<file path="src/hdl/acsd_pkg.sv">
`timescale 1ns / 1ps
// ----------------------------------------------------------------------------
// acsd_pkg
// Shared types and constants for the alarm clock / stopwatch display core.
// ----------------------------------------------------------------------------
package acsd_pkg;

    // field widths
    localparam int YEAR_W   = 14;
    localparam int MONTH_W  = 4;
    localparam int DAY_W    = 5;
    localparam int HOUR_W   = 5;
    localparam int MIN_W    = 6;
    localparam int SEC_W    = 6;
    localparam int SW_HR_W  = 7;
    localparam int TICKS_W  = 8;
    localparam int ALARM_W  = 40;
    localparam int IDX_W    = 3;
    localparam int IN_W     = 48;
    localparam int OUT_W    = 24;
    localparam int CFG_AW   = 5;
    localparam int CFG_DW   = 64;

    // alarm registers that exist; alarms past these never arm
    localparam int ALARM_REGS      = 3;
    localparam int ALARM_COUNT_DEF = 3;
    localparam int QUEUE_DEPTH     = 2;

    // register map (index = paddr[4:3])
    localparam logic [1:0] REG_ALARM0 = 2'd0;
    localparam logic [1:0] REG_ALARM1 = 2'd1;
    localparam logic [1:0] REG_ALARM2 = 2'd2;
    localparam logic [1:0] REG_TICKS  = 2'd3;

    // reset values: 2025-04-14 14:31:00 / 14:32:00 / 14:33:00, 20 ticks
    localparam logic [ALARM_W-1:0] ALARM0_RST = 40'd135914121152;
    localparam logic [ALARM_W-1:0] ALARM1_RST = 40'd135914121216;
    localparam logic [ALARM_W-1:0] ALARM2_RST = 40'd135914121280;
    localparam logic [TICKS_W-1:0] TICKS_RST  = 8'd20;

    // stopwatch limits
    localparam logic [SW_HR_W-1:0] SW_HR_MAX = 7'd99;
    localparam logic [MIN_W-1:0]   SW_MS_MAX = 6'd59;

    typedef enum logic [1:0] {
        MODE_RUN   = 2'd0,
        MODE_HELD  = 2'd1,
        MODE_ALARM = 2'd2,
        MODE_CLOCK = 2'd3
    } disp_mode_t;

    // classified tick handed from front to back
    typedef struct packed {
        logic                  start_edge;
        logic                  stop_edge;
        logic [ALARM_REGS-1:0] match;
        logic [HOUR_W-1:0]     hour;
        logic [MIN_W-1:0]      minute;
        logic [SEC_W-1:0]      second;
    } tick_cls_t;

    // back-end status seen by the top level
    typedef struct packed {
        logic running;
        logic held;
        logic pop;
    } back_stat_t;

endpackage

</file>
<file path="src/hdl/acsd_front.sv">
`timescale 1ns / 1ps
// ----------------------------------------------------------------------------
// acsd_front
// Accepts tick words, finds button edges and alarm time matches, and pushes
// the classified tick into the queue.
// ----------------------------------------------------------------------------
module acsd_front (
    input  logic                                          aclk,
    input  logic                                          aresetn,
    input  logic                                          s_tvalid,
    output logic                                          s_tready,
    input  logic [acsd_pkg::IN_W-1:0]                     s_tdata,
    input  logic [acsd_pkg::ALARM_REGS-1:0][acsd_pkg::ALARM_W-1:0] alarm_regs,
    input  logic                                          q_full,
    output logic                                          q_push,
    output acsd_pkg::tick_cls_t                           q_data
);
    import acsd_pkg::*;

    logic                start_low_reg, start_low_next;
    logic                stop_low_reg, stop_low_next;
    logic                start_low, stop_low;
    logic [ALARM_W-1:0]  now_packed;

    assign s_tready = !q_full;
    assign q_push   = s_tvalid && !q_full;

    // buttons are active low; an edge is a press after a released word
    assign start_low = !s_tdata[0];
    assign stop_low  = !s_tdata[1];

    // same packing as the alarm registers
    assign now_packed = {s_tdata[15:2], s_tdata[19:16], s_tdata[24:20],
                         s_tdata[29:25], s_tdata[35:30], s_tdata[41:36]};

    always_comb begin
        start_low_next = start_low_reg;
        stop_low_next  = stop_low_reg;
        if (q_push) begin
            start_low_next = start_low;
            stop_low_next  = stop_low;
        end
        q_data.start_edge = start_low && !start_low_reg;
        q_data.stop_edge  = stop_low && !stop_low_reg;
        for (int i = 0; i < ALARM_REGS; i++) begin
            q_data.match[i] = (now_packed == alarm_regs[i]);
        end
        q_data.hour   = s_tdata[29:25];
        q_data.minute = s_tdata[35:30];
        q_data.second = s_tdata[41:36];
    end

    // previous button levels
    always_ff @(posedge aclk) begin
        if (!aresetn) begin
            start_low_reg <= 1'b0;
            stop_low_reg  <= 1'b0;
        end else begin
            start_low_reg <= start_low_next;
            stop_low_reg  <= stop_low_next;
        end
    end

endmodule

</file>
<file path="src/hdl/acsd_fifo.sv">
`timescale 1ns / 1ps
// ----------------------------------------------------------------------------
// acsd_fifo
// Short queue between front and back; head is readable in the same cycle.
// ----------------------------------------------------------------------------
module acsd_fifo #(
    parameter int WIDTH = 16,
    parameter int DEPTH = 2
) (
    input  logic             aclk,
    input  logic             aresetn,
    input  logic             push,
    input  logic [WIDTH-1:0] push_data,
    output logic             full,
    input  logic             pop,
    output logic             empty,
    output logic [WIDTH-1:0] head
);
    localparam int PTR_W = (DEPTH > 1) ? $clog2(DEPTH) : 1;
    localparam int CNT_W = $clog2(DEPTH + 1);

    logic [WIDTH-1:0] slot_reg [DEPTH];
    logic [PTR_W-1:0] wr_ptr_reg, wr_ptr_next;
    logic [PTR_W-1:0] rd_ptr_reg, rd_ptr_next;
    logic [CNT_W-1:0] count_reg, count_next;

    assign full  = (count_reg == CNT_W'(DEPTH));
    assign empty = (count_reg == '0);
    assign head  = slot_reg[rd_ptr_reg];

    // pointer and fill count update
    always_comb begin
        wr_ptr_next = wr_ptr_reg;
        rd_ptr_next = rd_ptr_reg;
        count_next  = count_reg;
        if (push) begin
            wr_ptr_next = (wr_ptr_reg == PTR_W'(DEPTH - 1)) ? '0 : wr_ptr_reg + 1'b1;
        end
        if (pop) begin
            rd_ptr_next = (rd_ptr_reg == PTR_W'(DEPTH - 1)) ? '0 : rd_ptr_reg + 1'b1;
        end
        if (push && !pop) begin
            count_next = count_reg + 1'b1;
        end else if (pop && !push) begin
            count_next = count_reg - 1'b1;
        end
    end

    always_ff @(posedge aclk) begin
        if (!aresetn) begin
            wr_ptr_reg <= '0;
            rd_ptr_reg <= '0;
            count_reg  <= '0;
        end else begin
            wr_ptr_reg <= wr_ptr_next;
            rd_ptr_reg <= rd_ptr_next;
            count_reg  <= count_next;
        end
    end

    // payload slots
    always_ff @(posedge aclk) begin
        if (push) begin
            slot_reg[wr_ptr_reg] <= push_data;
        end
    end

endmodule

</file>
<file path="src/hdl/acsd_back.sv">
`timescale 1ns / 1ps
// ----------------------------------------------------------------------------
// acsd_back
// Runs the stopwatch and alarm countdowns for each classified tick and
// holds the result word until the sink takes it.
// ----------------------------------------------------------------------------
module acsd_back #(
    parameter int ALARM_COUNT = acsd_pkg::ALARM_COUNT_DEF
) (
    input  logic                               aclk,
    input  logic                               aresetn,
    input  logic                               q_empty,
    input  acsd_pkg::tick_cls_t                q_head,
    output logic                               q_pop,
    input  logic [acsd_pkg::TICKS_W-1:0]       alarm_ticks,
    output logic                               m_tvalid,
    input  logic                               m_tready,
    output logic [acsd_pkg::OUT_W-1:0]         m_tdata,
    output acsd_pkg::back_stat_t               status
);
    import acsd_pkg::*;

    logic                  running_reg, running_next;
    logic                  held_reg, held_next;
    logic [1:0]            quarter_reg, quarter_next;
    logic [SW_HR_W-1:0]    hours_reg, hours_next;
    logic [MIN_W-1:0]      minutes_reg, minutes_next;
    logic [SEC_W-1:0]      seconds_reg, seconds_next;
    logic [ALARM_COUNT-1:0] on_reg, on_next;
    logic [TICKS_W-1:0]    left_reg [ALARM_COUNT];
    logic [TICKS_W-1:0]    left_next [ALARM_COUNT];
    logic                  out_valid_reg, out_valid_next;
    logic [OUT_W-1:0]      out_word_reg, out_word_next;
    logic [ALARM_COUNT-1:0] arm_match;
    logic                  found;
    disp_mode_t            mode;
    logic [SW_HR_W-1:0]    show_h;
    logic [MIN_W-1:0]      show_m;
    logic [SEC_W-1:0]      show_s;
    logic [IDX_W-1:0]      show_idx;

    assign q_pop    = !q_empty && (!out_valid_reg || m_tready);
    assign m_tvalid = out_valid_reg;
    assign m_tdata  = out_word_reg;
    assign status   = '{running: running_reg, held: held_reg, pop: q_pop};

    // per-tick update of stopwatch, alarms and display choice
    always_comb begin
        running_next = running_reg;
        held_next    = held_reg;
        quarter_next = quarter_reg;
        hours_next   = hours_reg;
        minutes_next = minutes_reg;
        seconds_next = seconds_reg;
        on_next      = on_reg;
        left_next    = left_reg;
        arm_match    = '0;
        found        = 1'b0;
        mode         = MODE_CLOCK;
        show_h       = '0;
        show_m       = '0;
        show_s       = '0;
        show_idx     = '0;

        // start button toggles, clearing on turn-on
        if (q_head.start_edge) begin
            running_next = !running_next;
            held_next    = 1'b0;
            if (running_next) begin
                quarter_next = '0;
                hours_next   = '0;
                minutes_next = '0;
                seconds_next = '0;
            end
        end

        // stop button freezes a running stopwatch
        if (q_head.stop_edge && running_next) begin
            running_next = 1'b0;
            held_next    = 1'b1;
        end

        // one second per four running ticks, saturating at 99:59:59
        if (running_next) begin
            quarter_next = quarter_next + 2'd1;
            if (quarter_next == 2'd0 &&
                !(hours_next >= SW_HR_MAX && minutes_next >= SW_MS_MAX &&
                  seconds_next >= SW_MS_MAX)) begin
                if (seconds_next < SW_MS_MAX) begin
                    seconds_next = seconds_next + 1'b1;
                end else begin
                    seconds_next = '0;
                    if (minutes_next < SW_MS_MAX) begin
                        minutes_next = minutes_next + 1'b1;
                    end else begin
                        minutes_next = '0;
                        hours_next   = hours_next + 1'b1;
                    end
                end
            end
        end

        // arm idle alarms on an exact time match
        for (int i = 0; i < ALARM_COUNT && i < ALARM_REGS; i++) begin
            arm_match[i] = q_head.match[i];
        end
        for (int i = 0; i < ALARM_COUNT; i++) begin
            if (!on_next[i] && arm_match[i]) begin
                on_next[i]   = 1'b1;
                left_next[i] = alarm_ticks;
            end
        end

        // display priority: running, held, first active alarm, clock
        if (running_next || held_next) begin
            mode   = running_next ? MODE_RUN : MODE_HELD;
            show_h = hours_next;
            show_m = minutes_next;
            show_s = seconds_next;
        end else begin
            for (int i = 0; i < ALARM_COUNT; i++) begin
                if (!found && on_next[i]) begin
                    found    = 1'b1;
                    show_idx = IDX_W'(i);
                    if (left_next[i] <= 8'd1) begin
                        left_next[i] = '0;
                        on_next[i]   = 1'b0;
                    end else begin
                        left_next[i] = left_next[i] - 1'b1;
                    end
                end
            end
            if (found) begin
                mode = MODE_ALARM;
            end else begin
                show_h = SW_HR_W'(q_head.hour);
                show_m = q_head.minute;
                show_s = q_head.second;
            end
        end

        // output register
        out_valid_next = out_valid_reg;
        out_word_next  = out_word_reg;
        if (q_pop) begin
            out_valid_next = 1'b1;
            out_word_next  = {show_idx, show_s, show_m, show_h, mode};
        end else if (m_tready) begin
            out_valid_next = 1'b0;
        end
    end

    // control state
    always_ff @(posedge aclk) begin
        if (!aresetn) begin
            running_reg   <= 1'b0;
            held_reg      <= 1'b0;
            quarter_reg   <= '0;
            hours_reg     <= '0;
            minutes_reg   <= '0;
            seconds_reg   <= '0;
            on_reg        <= '0;
            out_valid_reg <= 1'b0;
            for (int i = 0; i < ALARM_COUNT; i++) begin
                left_reg[i] <= '0;
            end
        end else begin
            out_valid_reg <= out_valid_next;
            if (q_pop) begin
                running_reg <= running_next;
                held_reg    <= held_next;
                quarter_reg <= quarter_next;
                hours_reg   <= hours_next;
                minutes_reg <= minutes_next;
                seconds_reg <= seconds_next;
                on_reg      <= on_next;
                left_reg    <= left_next;
            end
        end
    end

    // result word
    always_ff @(posedge aclk) begin
        out_word_reg <= out_word_next;
    end

endmodule

</file>
<file path="src/hdl/alarm_clock_stopwatch_display_core.sv">
`timescale 1ns / 1ps
// ----------------------------------------------------------------------------
// alarm_clock_stopwatch_display_core
// Display selection for an alarm clock with stopwatch, one word per tick.
// ----------------------------------------------------------------------------
// Each input word is one 250 ms tick carrying the two active-low button
// levels and the calendar time; each produces exactly one result word that
// says what the display shows (running stopwatch, held stopwatch, first
// active alarm, or clock). The core takes one word per clock while the
// queue has room; the front classifies each accepted tick into a two-entry
// queue and the back pops it, updates the stopwatch and alarm state and
// loads the output register. The queue and the output register let input
// and output stall independently. Alarm registers and the alarm
// duration are written over the APB port at byte addresses 0, 8, 16 and 24.
module alarm_clock_stopwatch_display_core #(
    parameter int ALARM_COUNT = acsd_pkg::ALARM_COUNT_DEF
) (
    input  logic                          aclk,
    input  logic                          aresetn,
    // tick input
    input  logic                          s_tvalid,
    output logic                          s_tready,
    // [0] start_pin, [1] stop_pin, [15:2] now_year, [19:16] now_month,
    // [24:20] now_day, [29:25] now_hour, [35:30] now_minute,
    // [41:36] now_second, [47:42] zero
    input  logic [acsd_pkg::IN_W-1:0]     s_tdata,
    // display result
    output logic                          m_tvalid,
    input  logic                          m_tready,
    // [1:0] display_mode, [8:2] show_hours, [14:9] show_minutes,
    // [20:15] show_seconds, [23:21] alarm_index
    output logic [acsd_pkg::OUT_W-1:0]    m_tdata,
    // configuration
    input  logic                          psel,
    input  logic                          penable,
    input  logic                          pwrite,
    input  logic [acsd_pkg::CFG_AW-1:0]   paddr,
    input  logic [acsd_pkg::CFG_DW-1:0]   pwdata,
    output logic [acsd_pkg::CFG_DW-1:0]   prdata,
    output logic                          pready
);
    import acsd_pkg::*;

    logic [ALARM_REGS-1:0][ALARM_W-1:0] alarm_reg;
    logic [TICKS_W-1:0]                 ticks_reg;
    logic [1:0]                         cfg_idx;
    logic                               cfg_wr;
    logic                               q_push, q_pop, q_full, q_empty;
    tick_cls_t                          q_in, q_head;
    back_stat_t                         back_stat;

    // register file
    assign pready  = 1'b1;
    assign cfg_idx = paddr[4:3];
    assign cfg_wr  = psel && penable && pwrite && pready;

    always_ff @(posedge aclk) begin
        if (!aresetn) begin
            alarm_reg[0] <= ALARM0_RST;
            alarm_reg[1] <= ALARM1_RST;
            alarm_reg[2] <= ALARM2_RST;
            ticks_reg    <= TICKS_RST;
        end else if (cfg_wr) begin
            case (cfg_idx)
                REG_ALARM0: alarm_reg[0] <= pwdata[ALARM_W-1:0];
                REG_ALARM1: alarm_reg[1] <= pwdata[ALARM_W-1:0];
                REG_ALARM2: alarm_reg[2] <= pwdata[ALARM_W-1:0];
                REG_TICKS:  ticks_reg    <= pwdata[TICKS_W-1:0];
                default:    ticks_reg    <= ticks_reg;
            endcase
        end
    end

    always_comb begin
        case (cfg_idx)
            REG_ALARM0: prdata = CFG_DW'(alarm_reg[0]);
            REG_ALARM1: prdata = CFG_DW'(alarm_reg[1]);
            REG_ALARM2: prdata = CFG_DW'(alarm_reg[2]);
            REG_TICKS:  prdata = CFG_DW'(ticks_reg);
            default:    prdata = '0;
        endcase
    end

    // front: edges and alarm matches
    acsd_front u_front (
        .aclk       (aclk),
        .aresetn    (aresetn),
        .s_tvalid   (s_tvalid),
        .s_tready   (s_tready),
        .s_tdata    (s_tdata),
        .alarm_regs (alarm_reg),
        .q_full     (q_full),
        .q_push     (q_push),
        .q_data     (q_in)
    );

    // queue between front and back
    acsd_fifo #(
        .WIDTH ($bits(tick_cls_t)),
        .DEPTH (QUEUE_DEPTH)
    ) u_fifo (
        .aclk      (aclk),
        .aresetn   (aresetn),
        .push      (q_push),
        .push_data (q_in),
        .full      (q_full),
        .pop       (q_pop),
        .empty     (q_empty),
        .head      (q_head)
    );

    // back: stopwatch, alarms, result register
    acsd_back #(
        .ALARM_COUNT (ALARM_COUNT)
    ) u_back (
        .aclk        (aclk),
        .aresetn     (aresetn),
        .q_empty     (q_empty),
        .q_head      (q_head),
        .q_pop       (q_pop),
        .alarm_ticks (ticks_reg),
        .m_tvalid    (m_tvalid),
        .m_tready    (m_tready),
        .m_tdata     (m_tdata),
        .status      (back_stat)
    );

    // stopwatch is never running and held at once
    a_run_held_excl: assert property (@(posedge aclk) disable iff (!aresetn)
        !(back_stat.running && back_stat.held))
        else $error("stopwatch running and held together");

    // a new result appears only after a queue pop
    a_out_from_pop: assert property (@(posedge aclk) disable iff (!aresetn)
        (m_tvalid && !$past(m_tvalid)) |-> $past(back_stat.pop))
        else $error("result without a dequeued tick");

    // alarm results name an existing alarm
    a_alarm_idx: assert property (@(posedge aclk) disable iff (!aresetn)
        (m_tvalid && m_tdata[1:0] == MODE_ALARM) |->
        (m_tdata[23:21] < IDX_W'(ALARM_COUNT)))
        else $error("alarm index out of range");

endmodule

</file>
<file path="config.mk">
export PLATFORM = sky130hd
export DESIGN_NAME = alarm_clock_stopwatch_display_core
export DESIGN_NICKNAME = d
export VERILOG_FILES = /design/src/hdl/acsd_pkg.sv /design/src/hdl/acsd_front.sv /design/src/hdl/acsd_fifo.sv /design/src/hdl/acsd_back.sv /design/src/hdl/alarm_clock_stopwatch_display_core.sv
export SDC_FILE = /design/constraint.sdc
export NUM_CORES = 1
export LEC_CHECK = 0
export ABC_AREA = 1
export ABC_CLOCK_PERIOD_IN_PS = 3700
export BUFFER_PORTS_ARGS = -buffer_cell sky130_fd_sc_hd__buf_2
export CAP_MARGIN = 15
export CORE_AREA = 2 2 199 201
export CTS_BUF_LIST = sky130_fd_sc_hd__clkbuf_4
export CTS_CLUSTER_DIAMETER = 100
export DETAILED_ROUTE_END_ITERATION = 6
export DIE_AREA = 0 0 201 203
export GPL_TIMING_DRIVEN = 0
export PLACE_DENSITY = 0.61
export RECOVER_POWER = 50
export SETUP_SLACK_MARGIN = 0.02
export SLEW_MARGIN = 20
export SYNTH_ARGS = -nofsm -noshare
export SYNTH_HDL_FRONTEND = slang
export SYNTH_SLANG_ARGS = --single-unit
</file>
<file path="constraint.sdc">
create_clock -name aclk -period 3.7 [get_ports aclk]
set_clock_uncertainty 0.05 [all_clocks]
set_input_delay 0.555 -clock aclk [delete_from_list [all_inputs] [get_ports aclk]]
set_output_delay 0.555 -clock aclk [all_outputs]
set_load 0.02 [all_outputs]
</file>
==> metrics.cfg <==
[outcome]
status = finished with violations
violations = capacitance limit, slew limit

[yosys]
synthFlopType = dfxtp_1
ys_types = 51
yosysWarningCount = 0
ys_ff_latch = 253
yosys.area.top_type = dfxtp_1
ys_top_cells_by_count = nand2_1, nor2_1, dfxtp_1
synth_edf_count = 67
synth_top_area_share_pct = 27.9
yosysMostFrequentCell = nand2_1
synth-seq-area-share_pct = 43.1
synth.area.top_cells = dfxtp_1, edfxtp_1, nand2_1
syn_area_per_cell_um2 = 7.55
syn-instance-count = 1765
syn_area_mm2 = 0.0133
ys_async_sr_fraction_pct = 0

[critical_path]
worst_setup_path_start_kind = register
cp.required_ns = 4.05
rr_worst_depth = 20
path_class = reg2reg
path_max_fanout = 10
arrival_ns = 3.68
endpoint_kind = register

[die]
die_area_mm2 = 0.0408
io_pins = 215
start_util_pct = 34.6
die_w_um = 201
core_mm2 = 0.0385
die-height_um = 203
fp-row-count = 72

[route]
ant_nets = 0
dr.first_iter.drc_count = 1261
wl_per_cell_um = 18.4
first_pass_iters = 6
vias = 13194
via_per_inst = 5.10
drc_errors = 0
drt_wl_total_mm = 47.6

[clock_tree]
cts.sinks = 253
clk_pin_slew_ns = 0.06
cts_buffer_depth = 3
cts_buffers = 73
clock_latency_ns = 0.71
cts_setup_buffers = 0
htree_levels = 3
tritoncts = yes
clockRootBuffer = clkbuf_4

[global_routing]
grt_pass1_vias = 12529
grt_antenna_before_repair = 5
grt_pass1_wl_mm = 71.4
grt_usage_pct = 22.8
grt_max_degree = 28
overflow = 0

[sta]
setup_tns_ns = 0
period_needed_ns = 3.33
worst_hold_slack_ns = 0.0447
min_period_over_period_pct = 90.1
drv_slew = 24
hold_viol = 0
rsz0062_at_grt = no
max_freq_mhz = 300
fin_ws_ns = 0.366
finalSetupViolCount = 0
relSlewSlack_pct = -26.3
tightestPinTransition_ns = 1.89

[place]
io_buffers = 154
gp_congestion = 0.936
hpwl_mm = 34.6
preCtsSetupSlack_ns = 0.320

[finish]
final_nets = 2155
area_growth_pct = 17.3
largest_register_ffs = 120
final_layout_size_suffix_gt1_share_pct = 15.2
final_util_pct = 40.6

[pwr]
p_leak_nw = 6.87
power_density_mw_per_mm2 = 655
peakVddDrop_mv = 0.318

[min_path]
holdPathStages = 3
hp-start = pwdata[13]
hold_class = in2reg

[job]
max_cap_violations = 1

==> kinds of logic after synthesis <==
family                     count (synthesis)  share of synthesized area [%]
muxes                                     12                          0.902
xor gates and xnor gates                 110                           7.23
DFF                                      253                           43.1
and+or+nand+nor                          872                           28.6
AOI/OAI and AO/OA                        266                           11.2
adders and majority gates                 11                           1.03
buffers and inverters                    239                           7.92
other                                      2                         0.0564
==> final timing paths <==
kind | end | slack, ns
hold / removal | alarm_reg[93]$_SDFFE_PN1P_ | 0.04
setup reg to reg | u_back.m_tdata[16]$_DFFE_PP_ | 0.37
setup / recovery | u_back.m_tdata[16]$_DFFE_PP_ | 0.37
hold reg to reg | u_fifo.rd_ptr_reg$_SDFFE_PN0P_ | 0.40
==> through the flow <==
step / cell area (um2) / total power, mW / cells
3_5_place_dp: 14900 / 7.82 / 2463
5_1_grt: 15600 / 10.9 / 2584
2_1_floorplan: 13400 / 6.55 / 1789
6_report: 15600 / 10.2 / 2585
3_3_place_gp: 14800 / 7.71 / 2461
4_1_cts: 15700 / 10.3 / 2581
==> repair_timing <==
action / 4_1_cts / 5_1_grt
endpoints found under the setup margin: 0 / 6
hold buffers: 0 / 0
gates resized for setup: 0 / 1
==> routing by layer <==
layer,up-vias,global-route usage [%],wire length (um)
met4,2,11.9,2110
li1,6310,-,-
met3,147,4.77,3870
met1,6109,28.6,19900
met5,-,0,16
met2,626,37.2,21700
==> power breakdown <==
part	internal [mW]	total (mW)	switching, mW
registers	3.43	3.66	0.228
logic	1.18	4.07	2.89
clock network	1.30	2.52	1.21
total	5.92	10.2	4.33
==> layout by cell type (no fill, tap or decap), drive strengths merged, types with 4 or more instances in the layout <==
| cell type | netlist | final |
|---|---|---|
| a21oi | 60 | 60 |
| buf | 38 | 149 |
| clkbuf | 64 | 216 |
| clkinv | 3 | 11 |
| conb | 2 | 26 |
| dfxtp | 186 | 186 |
| diode | 0 | 4 |
| edfxtp | 67 | 67 |
| ha | 11 | 11 |
| inv | 134 | 137 |
| mux2i | 12 | 12 |
| nand2 | 424 | 424 |
| nand3 | 134 | 134 |
| nand4 | 34 | 34 |
| nor2 | 234 | 234 |
| nor3 | 16 | 16 |
| nor4 | 13 | 13 |
| o2111ai | 8 | 8 |
| o211ai | 24 | 24 |
| o21ai | 157 | 157 |
| o22ai | 8 | 8 |
| or2 | 12 | 12 |
| xnor2 | 44 | 44 |
| xor2 | 66 | 66 |
==> worst max-delay path, stage by stage, from the launching register on <==
cell      delay [ns]
dfxtp_1         0.32
buf_6           0.14
inv_6           0.04
nand2_4         0.06
nand2_2         0.07
nand2_4         0.14
inv_1           0.10
clkbuf_1        0.26
nor2_2          0.24
ha_1            0.20
nor2_1          0.04
nor2_1          0.16
nand3_2         0.24
nor2_4          0.23
nand3_4         0.15
nand2_4         0.16
inv_2           0.10
nand3_1         0.08
nand2_1         0.09
nand2_1         0.06
o21ai_0         0.12
==> final cells by class <==
class                      instances  area [um2]
fill                            4026       22800
multi-input combinational       1297        6620
sequential                       253        5740
clock buffer                     107         803
timing repair buffer             156         724
tap                              518         648
buffer                           102         536
inverter                         137         519
clock inverter                    11        41.3
antenna                            4        10.0
(Power assumes the default switching activity.)
